===== config.mk =====
export PLATFORM = sky130hd
export DESIGN_NAME = bitmap_best_fit_allocator_core_flat
export DESIGN_NICKNAME = d
export VERILOG_FILES = /design/src/design/bbfa_pkg.sv /design/src/design/bbfa_req_if.sv /design/src/design/bbfa_rsp_if.sv /design/src/design/bbfa_cfg_if.sv /design/src/design/bbfa_map_ram.sv /design/src/design/bitmap_best_fit_allocator_core.sv /design/src/flat_wrapper.sv
export SDC_FILE = /design/constraint.sdc
export NUM_CORES = 2
export LEC_CHECK = 0
export BUFFER_PORTS_ARGS = -buffer_cell sky130_fd_sc_hd__buf_2
export CAP_MARGIN = 0
export CORE_MARGIN = 4
export CORE_UTILIZATION = 45
export CTS_BUF_LIST = sky130_fd_sc_hd__clkbuf_8
export CTS_CLUSTER_SIZE = 14
export DETAILED_ROUTE_END_ITERATION = 16
export HOLD_SLACK_MARGIN = 0.08
export SYNTH_ARGS = -nofsm -noshare
export SYNTH_HDL_FRONTEND = slang
export SYNTH_SLANG_ARGS = --single-unit

===== constraint.sdc =====
create_clock -name clk_i -period 32.2 [get_ports clk_i]
set_clock_uncertainty 0.05 [all_clocks]
set_input_delay 4.83 -clock clk_i [delete_from_list [all_inputs] [get_ports clk_i]]
set_output_delay 4.83 -clock clk_i [all_outputs]
set_load 0.05 [all_outputs]

===== src/design/bbfa_pkg.sv =====
package bbfa_pkg;

  // Field widths of the channels and the configuration register.
  localparam int unsigned SizeW  = 11;
  localparam int unsigned StartW = 10;
  localparam int unsigned UnitsW = 11;

  // Reset value of the in-use memory size.
  localparam logic [UnitsW-1:0] UnitsReset = 11'd1024;

  // Request action codes.
  localparam logic ActAlloc = 1'b0;
  localparam logic ActFree  = 1'b1;

  // Response status codes.
  localparam logic StatusOk    = 1'b0;
  localparam logic StatusNoFit = 1'b1;

endpackage


===== src/design/bbfa_req_if.sv =====
interface bbfa_req_if;

  logic                             valid;
  logic                             ready;
  logic                             action;
  logic [bbfa_pkg::SizeW-1:0]       block_size;
  logic [bbfa_pkg::StartW-1:0]      free_start;

  modport source (output valid, action, block_size, free_start, input ready);
  modport sink (input valid, action, block_size, free_start, output ready);

endinterface


===== src/design/bbfa_rsp_if.sv =====
interface bbfa_rsp_if;

  logic                        valid;
  logic                        ready;
  logic                        status;
  logic [bbfa_pkg::StartW-1:0] block_start;

  modport source (output valid, status, block_start, input ready);
  modport sink (input valid, status, block_start, output ready);

endinterface


===== src/design/bbfa_cfg_if.sv =====
interface bbfa_cfg_if;

  logic                        valid;
  logic                        ready;
  logic [bbfa_pkg::UnitsW-1:0] mem_units;

  modport source (output valid, mem_units, input ready);
  modport sink (input valid, mem_units, output ready);

endinterface


===== src/design/bbfa_map_ram.sv =====
module bbfa_map_ram #(
  parameter int unsigned Depth = 1024,
  parameter int unsigned AddrW = 10
) (
  input  logic             clk_i,
  input  logic             we_i,
  input  logic [AddrW-1:0] addr_i,
  input  logic             wdata_i,
  output logic             rdata_o
);

  logic mem_q [Depth];
  logic rdata_q;

  // Single-port occupancy map, one bit per unit, registered read data.
  always_ff @(posedge clk_i) begin
    if (we_i) begin
      mem_q[addr_i] <= wdata_i;
    end
    rdata_q <= mem_q[addr_i];
  end

  assign rdata_o = rdata_q;

endmodule


===== src/design/bitmap_best_fit_allocator_core.sv =====
// Best-fit contiguous allocator over a one-bit-per-unit occupancy map.
// Channels: req_i carries one transaction per request (action, block_size,
// free_start); rsp_o returns exactly one transaction per request (status,
// block_start), in request order; cfg_i writes the in-use size mem_units.
// An allocation scans the map one unit per cycle through the single map RAM
// port, then marks the chosen run one unit per cycle. A free writes one unit
// per cycle and stops after block_size units or at the in-use size,
// whichever comes first.
// One request is worked on at a time. The response sits in an output
// register, so the next request is accepted while a response still waits;
// when the receiver stalls, a finished second request holds until the
// output register is taken.
// After reset the map RAM is cleared to all free, one unit per cycle, over
// all MEM_UNITS_MAX units; req_i is not ready during that pass. Configuration
// writes are taken at any time and should only come while the block is idle.
module bitmap_best_fit_allocator_core #(
  parameter int unsigned MEM_UNITS_MAX = 1024
) (
  input  logic      clk_i,
  input  logic      rst_ni,
  bbfa_req_if.sink  req_i,
  bbfa_rsp_if.source rsp_o,
  bbfa_cfg_if.sink  cfg_i
);

  localparam int unsigned AW  = (MEM_UNITS_MAX > 1) ? $clog2(MEM_UNITS_MAX) : 1;
  localparam int unsigned UW  = $clog2(MEM_UNITS_MAX + 1);
  localparam int unsigned LW  = ((UW > bbfa_pkg::UnitsW) ? UW : bbfa_pkg::UnitsW) + 1;

  localparam logic [LW-1:0] MaxUnits = LW'(MEM_UNITS_MAX);
  localparam logic [LW-1:0] LastAddr = LW'(MEM_UNITS_MAX - 1);

  typedef enum logic [2:0] {
    S_CLEAR,
    S_IDLE,
    S_SCAN,
    S_WRITE,
    S_DONE
  } state_e;

  state_e state_q, state_d;

  logic [bbfa_pkg::UnitsW-1:0] mem_units_q, mem_units_d;
  logic [bbfa_pkg::SizeW-1:0]  size_q, size_d;
  logic [LW-1:0] rd_q, rd_d;
  logic          pend_q, pend_d;
  logic [LW-1:0] pidx_q, pidx_d;
  logic [LW-1:0] run_len_q, run_len_d;
  logic [LW-1:0] run_start_q, run_start_d;
  logic          found_q, found_d;
  logic [LW-1:0] best_start_q, best_start_d;
  logic [LW-1:0] best_margin_q, best_margin_d;
  logic [LW-1:0] pos_q, pos_d;
  logic [LW-1:0] cnt_q, cnt_d;
  logic          wbit_q, wbit_d;
  logic          res_status_q, res_status_d;
  logic [bbfa_pkg::StartW-1:0] res_start_q, res_start_d;
  logic          rsp_valid_q, rsp_valid_d;
  logic          rsp_status_q, rsp_status_d;
  logic [bbfa_pkg::StartW-1:0] rsp_start_q, rsp_start_d;

  logic [LW-1:0] units;
  logic [LW-1:0] cfg_ext;
  logic [LW-1:0] size_ext;
  logic [LW-1:0] margin;
  logic          used;
  logic          fit_better;
  logic          write_go;
  logic          ram_we;
  logic [AW-1:0] ram_addr;
  logic          ram_wdata;
  logic          ram_rdata;
  logic          req_fire;

  // In-use size, clipped at the map depth.
  assign cfg_ext  = LW'(mem_units_q);
  assign units    = (cfg_ext > MaxUnits) ? MaxUnits : cfg_ext;
  assign size_ext = LW'(size_q);

  // Scan step: the position past the in-use size counts as used and closes
  // the last run.
  assign used       = (pidx_q == units) || ram_rdata;
  assign margin     = run_len_q - size_ext;
  assign fit_better = pend_q && used && (run_len_q != '0) && (run_len_q >= size_ext) &&
                      (!found_q || (margin < best_margin_q));

  // Write phase runs while units remain and stays below the in-use size.
  assign write_go = (cnt_q < size_ext) && (pos_q < units);

  assign req_fire    = req_i.valid && req_i.ready;
  assign req_i.ready = (state_q == S_IDLE);
  assign cfg_i.ready = 1'b1;

  assign rsp_o.valid       = rsp_valid_q;
  assign rsp_o.status      = rsp_status_q;
  assign rsp_o.block_start = rsp_start_q;

  // Map RAM port selection.
  always_comb begin
    ram_we    = 1'b0;
    ram_wdata = 1'b0;
    ram_addr  = pos_q[AW-1:0];
    unique case (state_q)
      S_CLEAR: begin
        ram_we = 1'b1;
      end
      S_SCAN: begin
        ram_addr = rd_q[AW-1:0];
      end
      S_WRITE: begin
        ram_we    = write_go;
        ram_wdata = wbit_q;
      end
      default: begin
        ram_we = 1'b0;
      end
    endcase
  end

  bbfa_map_ram #(
    .Depth (MEM_UNITS_MAX),
    .AddrW (AW)
  ) u_map_ram (
    .clk_i   (clk_i),
    .we_i    (ram_we),
    .addr_i  (ram_addr),
    .wdata_i (ram_wdata),
    .rdata_o (ram_rdata)
  );

  // Sequencer next state.
  always_comb begin
    state_d       = state_q;
    mem_units_d   = mem_units_q;
    size_d        = size_q;
    rd_d          = rd_q;
    pend_d        = 1'b0;
    pidx_d        = pidx_q;
    run_len_d     = run_len_q;
    run_start_d   = run_start_q;
    found_d       = found_q;
    best_start_d  = best_start_q;
    best_margin_d = best_margin_q;
    pos_d         = pos_q;
    cnt_d         = cnt_q;
    wbit_d        = wbit_q;
    res_status_d  = res_status_q;
    res_start_d   = res_start_q;
    rsp_valid_d   = rsp_valid_q;
    rsp_status_d  = rsp_status_q;
    rsp_start_d   = rsp_start_q;

    if (cfg_i.valid) begin
      mem_units_d = cfg_i.mem_units;
    end

    // The receiver takes the response.
    if (rsp_valid_q && rsp_o.ready) begin
      rsp_valid_d = 1'b0;
    end

    unique case (state_q)
      S_CLEAR: begin
        pos_d = pos_q + LW'(1);
        if (pos_q == LastAddr) begin
          state_d = S_IDLE;
        end
      end

      S_IDLE: begin
        if (req_fire) begin
          size_d = req_i.block_size;
          if (req_i.action == bbfa_pkg::ActFree) begin
            pos_d        = LW'(req_i.free_start);
            cnt_d        = '0;
            wbit_d       = 1'b0;
            res_status_d = bbfa_pkg::StatusOk;
            res_start_d  = '0;
            state_d      = S_WRITE;
          end else begin
            rd_d      = '0;
            run_len_d = '0;
            found_d   = 1'b0;
            state_d   = S_SCAN;
          end
        end
      end

      S_SCAN: begin
        // Issue one read per cycle up to and including the end position.
        if (rd_q <= units) begin
          pend_d = 1'b1;
          pidx_d = rd_q;
          rd_d   = rd_q + LW'(1);
        end
        // Consume the read issued in the previous cycle.
        if (pend_q) begin
          if (!used) begin
            if (run_len_q == '0) begin
              run_start_d = pidx_q;
            end
            run_len_d = run_len_q + LW'(1);
          end else begin
            run_len_d = '0;
          end
          if (fit_better) begin
            found_d       = 1'b1;
            best_margin_d = margin;
            best_start_d  = run_start_q;
          end
          if (pidx_q == units) begin
            pend_d = 1'b0;
            if (found_q || fit_better) begin
              pos_d        = fit_better ? run_start_q : best_start_q;
              cnt_d        = '0;
              wbit_d       = 1'b1;
              res_status_d = bbfa_pkg::StatusOk;
              res_start_d  = fit_better ? run_start_q[bbfa_pkg::StartW-1:0]
                                        : best_start_q[bbfa_pkg::StartW-1:0];
              state_d      = S_WRITE;
            end else begin
              res_status_d = bbfa_pkg::StatusNoFit;
              res_start_d  = '0;
              state_d      = S_DONE;
            end
          end
        end
      end

      S_WRITE: begin
        if (write_go) begin
          pos_d = pos_q + LW'(1);
          cnt_d = cnt_q + LW'(1);
        end else begin
          state_d = S_DONE;
        end
      end

      S_DONE: begin
        if (!rsp_valid_q || rsp_o.ready) begin
          rsp_valid_d  = 1'b1;
          rsp_status_d = res_status_q;
          rsp_start_d  = res_start_q;
          state_d      = S_IDLE;
        end
      end

      default: begin
        state_d = S_IDLE;
      end
    endcase
  end

  // State and registered outputs.
  always_ff @(posedge clk_i or negedge rst_ni) begin
    if (!rst_ni) begin
      state_q       <= S_CLEAR;
      mem_units_q   <= bbfa_pkg::UnitsReset;
      size_q        <= '0;
      rd_q          <= '0;
      pend_q        <= 1'b0;
      pidx_q        <= '0;
      run_len_q     <= '0;
      run_start_q   <= '0;
      found_q       <= 1'b0;
      best_start_q  <= '0;
      best_margin_q <= '0;
      pos_q         <= '0;
      cnt_q         <= '0;
      wbit_q        <= 1'b0;
      res_status_q  <= bbfa_pkg::StatusOk;
      res_start_q   <= '0;
      rsp_valid_q   <= 1'b0;
      rsp_status_q  <= bbfa_pkg::StatusOk;
      rsp_start_q   <= '0;
    end else begin
      state_q       <= state_d;
      mem_units_q   <= mem_units_d;
      size_q        <= size_d;
      rd_q          <= rd_d;
      pend_q        <= pend_d;
      pidx_q        <= pidx_d;
      run_len_q     <= run_len_d;
      run_start_q   <= run_start_d;
      found_q       <= found_d;
      best_start_q  <= best_start_d;
      best_margin_q <= best_margin_d;
      pos_q         <= pos_d;
      cnt_q         <= cnt_d;
      wbit_q        <= wbit_d;
      res_status_q  <= res_status_d;
      res_start_q   <= res_start_d;
      rsp_valid_q   <= rsp_valid_d;
      rsp_status_q  <= rsp_status_d;
      rsp_start_q   <= rsp_start_d;
    end
  end

endmodule


===== src/flat_wrapper.sv =====
// flat-port wrapper written by rule: the top's interface ports become plain ports
module bitmap_best_fit_allocator_core_flat 
#(
  parameter int unsigned MEM_UNITS_MAX = 1024
)
  (clk_i, rst_ni, req_i_valid, req_i_action, req_i_block_size, req_i_free_start, req_i_ready, rsp_o_valid, rsp_o_status, rsp_o_block_start, rsp_o_ready, cfg_i_valid, cfg_i_mem_units, cfg_i_ready);
  bbfa_req_if req_i_i ();
  bbfa_rsp_if rsp_o_i ();
  bbfa_cfg_if cfg_i_i ();
  input  logic clk_i;
  input  logic rst_ni;
  input wire logic [$bits(req_i_i.valid)-1:0] req_i_valid;
  input wire logic [$bits(req_i_i.action)-1:0] req_i_action;
  input wire logic [$bits(req_i_i.block_size)-1:0] req_i_block_size;
  input wire logic [$bits(req_i_i.free_start)-1:0] req_i_free_start;
  output wire logic [$bits(req_i_i.ready)-1:0] req_i_ready;
  output wire logic [$bits(rsp_o_i.valid)-1:0] rsp_o_valid;
  output wire logic [$bits(rsp_o_i.status)-1:0] rsp_o_status;
  output wire logic [$bits(rsp_o_i.block_start)-1:0] rsp_o_block_start;
  input wire logic [$bits(rsp_o_i.ready)-1:0] rsp_o_ready;
  input wire logic [$bits(cfg_i_i.valid)-1:0] cfg_i_valid;
  input wire logic [$bits(cfg_i_i.mem_units)-1:0] cfg_i_mem_units;
  output wire logic [$bits(cfg_i_i.ready)-1:0] cfg_i_ready;
  assign req_i_i.valid = req_i_valid;
  assign req_i_i.action = req_i_action;
  assign req_i_i.block_size = req_i_block_size;
  assign req_i_i.free_start = req_i_free_start;
  assign req_i_ready = req_i_i.ready;
  assign rsp_o_valid = rsp_o_i.valid;
  assign rsp_o_status = rsp_o_i.status;
  assign rsp_o_block_start = rsp_o_i.block_start;
  assign rsp_o_i.ready = rsp_o_ready;
  assign cfg_i_i.valid = cfg_i_valid;
  assign cfg_i_i.mem_units = cfg_i_mem_units;
  assign cfg_i_ready = cfg_i_i.ready;
  bitmap_best_fit_allocator_core #(.MEM_UNITS_MAX(MEM_UNITS_MAX)) u_core (.clk_i(clk_i), .rst_ni(rst_ni), .req_i(req_i_i), .rsp_o(rsp_o_i), .cfg_i(cfg_i_i));
endmodule

==> impl_metrics.prom <==
# TYPE chip_impl_metric gauge
chip_impl_metric{name="dieHeight",unit="um"} 354
chip_impl_metric{name="hold_viol",unit=""} 0
chip_impl_metric{name="detail_route.vias_per_cell",unit=""} 5.87
chip_impl_metric{name="layout_overhead_on_the_synthesized_area",unit="%"} 9.08
chip_impl_metric{name="netlist_area",unit="mm2"} 0.0537
chip_impl_metric{name="critPathBufInv",unit=""} 2
chip_impl_metric{name="vdd.ir_drop.worst",unit="V"} 0.0000400
chip_impl_metric{name="final_cell_count_no_fill",unit=""} 6355
chip_impl_info{name="outcome",value="finished, final reports clean"} 1
chip_impl_info{name="regToRegEndpoint",value="u_core.u_map_ram.rdata_o"} 1
chip_impl_metric{name="fin_nets",unit=""} 4752
chip_impl_metric{name="cts_hold_buf",unit=""} 0
chip_impl_metric{name="cts.repair_timing.setup_buffer_count",unit=""} 0
chip_impl_metric{name="clk_transition_reported_paths",unit="ps"} 60
chip_impl_metric{name="synth-edff-count",unit=""} 1024
chip_impl_info{name="critical_path.cell_chain",value="nor3b_2 > buf_4 > buf_2"} 1
chip_impl_metric{name="grt_first_pass_wirelength",unit="mm"} 229
chip_impl_metric{name="highest_clock_frequency_the_design_can_meet",unit="MHz"} 137
chip_impl_info{name="launching_point_of_the_worst_reg2reg_path",value="u_core.state_q[2]"} 1
chip_impl_metric{name="fp-row-count",unit=""} 126
chip_impl_info{name="endpoint_kind",value="output port"} 1
chip_impl_metric{name="cp_data_arrival_time",unit="ps"} 2410
chip_impl_metric{name="die_area",unit="mm2"} 0.125
chip_impl_info{name="synth_ff_type",value="sky130_fd_sc_hd__edfxtp_1"} 1
chip_impl_metric{name="maxCapViolCount",unit=""} 0
chip_impl_metric{name="first_global_vias",unit=""} 35872
chip_impl_metric{name="globalplace.congestion",unit=""} 0.812
chip_impl_metric{name="number_of_antenna_violations_at_the_first_check_in_global_routing",unit=""} 2
chip_impl_info{name="rsz0062_at_grt",value="no"} 1
chip_impl_metric{name="critical_path.max_fanout",unit=""} 20
chip_impl_metric{name="global_route_total_overflow",unit=""} 0
chip_impl_metric{name="cp.required",unit="ps"} 27320
chip_impl_metric{name="dp_worst_slack",unit="ps"} 24900
chip_impl_metric{name="timing.setup.tns",unit="ps"} 0
chip_impl_info{name="hold-path-endpoint",value="u_core.best_start_q[10]"} 1
chip_impl_metric{name="holdWs",unit="ps"} 425
chip_impl_metric{name="synth.avg_cell_area",unit="um2"} 11.4
chip_impl_metric{name="synth.yosys.warnings",unit=""} 0
chip_impl_info{name="timing_worst_setup_path_type",value="reg -> out"} 1
chip_impl_metric{name="setup_viol_count_final",unit=""} 0
chip_impl_metric{name="reg2reg_slack",unit="ps"} 25760
chip_impl_metric{name="num_vias",unit=""} 37278
chip_impl_metric{name="dpl.cell_count",unit=""} 5997
chip_impl_metric{name="critical-path-max-stage-delay",unit="ps"} 720
chip_impl_metric{name="top_level_ports",unit=""} 52
chip_impl_metric{name="cts_max_path_buffers",unit=""} 3
chip_impl_metric{name="timing.max_slew.rel_slack",unit="%"} 22.5
chip_impl_metric{name="worst_r2r_path_depth",unit=""} 12
chip_impl_metric{name="fin_crit_period",unit="ps"} 7290
chip_impl_metric{name="synth_sequential_area_ratio",unit="%"} 64.1
chip_impl_metric{name="core-area",unit="mm2"} 0.118
chip_impl_info{name="critical-path-top-delay-family",value="flip-flops"} 1
chip_impl_metric{name="route.detailed.drc",unit=""} 0
chip_impl_info{name="ctsRootBufferMaster",value="sky130_fd_sc_hd__clkbuf_8"} 1
chip_impl_metric{name="drtAntennaViolNets",unit=""} 0
chip_impl_metric{name="wl_per_cell",unit="um"} 24.4
chip_impl_metric{name="cts-buffers-inserted",unit=""} 192
chip_impl_metric{name="tightestPinTransition",unit="ps"} 1160
chip_impl_metric{name="post_layout_total_power",unit="mW"} 2.88
chip_impl_metric{name="synth_async_sr_flop_share",unit="%"} 12.5
chip_impl_metric{name="postSynthNetCount",unit=""} 4820
chip_impl_metric{name="dr.pass1.iters",unit=""} 6
chip_impl_metric{name="final-max-slew-violation-count",unit=""} 0
chip_impl_metric{name="synth.ff_latch_count",unit=""} 1172
chip_impl_metric{name="floorplan.die.width",unit="um"} 354
chip_impl_metric{name="syn_inst",unit=""} 4723
chip_impl_metric{name="htree_levels",unit=""} 4
chip_impl_metric{name="grt_util_all_layers",unit="%"} 24.3
chip_impl_metric{name="clkSinkCount",unit=""} 1172
chip_impl_info{name="critical-path-slowest-cell",value="sky130_fd_sc_hd__dfrtp_1"} 1
chip_impl_metric{name="start_util",unit="%"} 45.4
chip_impl_info{name="crit_path_start_kind",value="flop"} 1
chip_impl_metric{name="clk-insertion-delay-late",unit="ps"} 890
chip_impl_metric{name="timing.hold.worst_path_depth",unit=""} 2
chip_impl_metric{name="ys_types",unit=""} 75
chip_impl_metric{name="final.setup.worst_slack",unit="ps"} 24910
chip_impl_info{name="cts_tree",value="built"} 1
chip_impl_metric{name="cts_repair_resize_count",unit=""} 0
chip_impl_metric{name="final.period_utilization",unit="%"} 22.6
chip_impl_metric{name="detail_route.wirelength",unit="mm"} 155
chip_impl_info{name="path_type_of_the_worst_min_delay_path",value="reg -> reg"} 1
chip_impl_metric{name="final_layout_size_suffix_gt1_share",unit="%"} 10.3
chip_impl_metric{name="power-per-cell-area",unit="mW/mm2"} 49.1
chip_impl_metric{name="portBuffers",unit=""} 50
chip_impl_metric{name="grt_max_degree",unit=""} 247
chip_impl_metric{name="place.detailed.hpwl",unit="mm"} 75.0
chip_impl_metric{name="drtIter0Drc",unit=""} 4181
chip_impl_info{name="hp-start",value="u_core.best_start_q[10]"} 1
chip_impl_metric{name="p_leak",unit="nW"} 17.8
==> cells by family (layout without fill, tap and decap cells) <==
| kind of cell | after synthesis | count (layout) | share of synthesized area (%) |
|---|---|---|---|
| AO/OA/AOI/OAI | 396 | 396 | 5.31 |
| XOR/XNOR | 21 | 21 | 0.342 |
| adder cells (fa/ha/maj) | 59 | 59 | 1.39 |
| buffers and inverters | 431 | 523 | 3.54 |
| flip-flops | 1172 | 1172 | 64.1 |
| multiplexers | 369 | 369 | 7.74 |
| other | 1 | 5 | 0.00698 |
| AND/OR/NAND/NOR | 2274 | 2274 | 17.5 |
==> sequential cells by signal, indices dropped and copies added, names as in the netlist, 3 cells and up <==
| register | cells |
|---|---|
| u_core.run_start_q | 12 |
| u_core.run_len_q | 12 |
| u_core.rsp_o.block_start | 10 |
| u_core.u_map_ram.mem_q | 1024 |
| u_core.mem_units_q | 11 |
| u_core.best_start_q | 12 |
| u_core.pidx_q | 12 |
| u_core.cnt_q | 12 |
| u_core.res_start_q | 10 |
| u_core.state_q | 3 |
| u_core.size_q | 11 |
| u_core.pos_q | 12 |
| u_core.rd_q | 12 |
| u_core.best_margin_q | 12 |
==> layout by cell type, fill, tap and decap left out, types with 28 or more instances in the layout <==
cell | netlist | layout
sky130_fd_sc_hd__nor2_1 | 1102 | 1102
sky130_fd_sc_hd__edfxtp_1 | 1024 | 1024
sky130_fd_sc_hd__nand2_1 | 718 | 686
sky130_fd_sc_hd__nand3_1 | 305 | 305
sky130_fd_sc_hd__mux2i_1 | 286 | 284
sky130_fd_sc_hd__clkbuf_8 | 0 | 202
sky130_fd_sc_hd__dfrtp_1 | 146 | 146
sky130_fd_sc_hd__inv_1 | 46 | 125
sky130_fd_sc_hd__a32oi_1 | 94 | 94
sky130_fd_sc_hd__o21ai_0 | 81 | 81
sky130_fd_sc_hd__buf_4 | 13 | 68
sky130_fd_sc_hd__ha_1 | 58 | 58
sky130_fd_sc_hd__buf_2 | 186 | 49
sky130_fd_sc_hd__mux2_2 | 50 | 48
sky130_fd_sc_hd__clkinv_1 | 0 | 47
sky130_fd_sc_hd__and3_1 | 42 | 41
sky130_fd_sc_hd__a31oi_1 | 35 | 35
sky130_fd_sc_hd__mux4_2 | 32 | 32
sky130_fd_sc_hd__a21oi_1 | 30 | 30
sky130_fd_sc_hd__a41oi_1 | 29 | 29
sky130_fd_sc_hd__nand2_2 | 0 | 28
==> layout make-up <==
class	count	area, um2
Antenna cell	4	10.0
Timing Repair Buffer	123	867
Clock inverter	152	779
Multi-Input combinational cell	3120	17600
Clock buffer	202	2780
Tap cell	1536	1920
Inverter	46	173
Fill cell	10805	59600
Sequential cell	1172	34400
==> synthesized netlist by cell type (15+ instances only) <==
master	number	area, um2
sky130_fd_sc_hd__a22oi_1	18	135
sky130_fd_sc_hd__a31oi_1	35	219
sky130_fd_sc_hd__a21o_1	18	135
sky130_fd_sc_hd__o31ai_1	20	150
sky130_fd_sc_hd__mux4_2	32	721
sky130_fd_sc_hd__edfxtp_1	1024	30700
sky130_fd_sc_hd__nand2_1	718	2700
sky130_fd_sc_hd__ha_1	58	726
sky130_fd_sc_hd__a21oi_1	30	150
sky130_fd_sc_hd__clkbuf_1	180	676
sky130_fd_sc_hd__buf_2	186	931
sky130_fd_sc_hd__nor2_1	1102	4140
sky130_fd_sc_hd__a32oi_1	94	823
sky130_fd_sc_hd__xnor2_1	15	131
sky130_fd_sc_hd__nand4_1	16	100
sky130_fd_sc_hd__and3_1	42	263
sky130_fd_sc_hd__inv_1	46	173
sky130_fd_sc_hd__o21ai_0	81	405
sky130_fd_sc_hd__mux2i_1	286	2860
sky130_fd_sc_hd__mux2_2	50	563
sky130_fd_sc_hd__a41oi_1	29	254
sky130_fd_sc_hd__dfrtp_1	146	3650
sky130_fd_sc_hd__nand3_1	305	1530
==> how the worst max path moves through the flow <==
stage / start / to / slack [ps] / cells after the start
after floorplan: u_core.state_q[1] / u_core.u_map_ram.mem_q[0] / 15390 / 4
final: u_core.state_q[0] / req_i_ready / 24910 / 3
after detailed placement: req_i_valid / u_core.rd_q[10] / 24900 / 5
after global placement: req_i_valid / u_core.rd_q[10] / 24910 / 5
after CTS: u_core.state_q[0] / req_i_ready / 24840 / 3
after global routing: u_core.state_q[0] / req_i_ready / 24760 / 3
==> power by group <==
group	internal [mW]	switching [mW]
clock	0.620	0.605
sequential	1.63	0.00240
combinational	0.00759	0.0119
total	2.26	0.619
==> through the flow <==
step,instance area (um2),utilization [%]
4_1_cts,58600,49.6
5_1_grt,58600,49.6
2_1_floorplan,53700,-
6_report,58600,49.6
3_3_place_gp,55000,46.5
3_5_place_dp,55000,46.5
==> routing by layer <==
metal	GRT usage [%]	wire, um	vias to the layer above
met5	0	0	-
met4	8.65	4880	0
met3	4.13	13200	282
met2	39.5	72900	1561
met1	33.2	63800	18805
li1	-	-	16630
==> worst register-to-register path, delay by kind of cell, from the launching register on <==
family | cells | cell delay, ps
buffers and inverters | 4 | 2600
AO/OA/AOI/OAI | 3 | 1360
multiplexers | 1 | 290
flip-flops | 1 | 660
AND/OR/NAND/NOR | 4 | 1340
(Power assumes the default switching activity.)
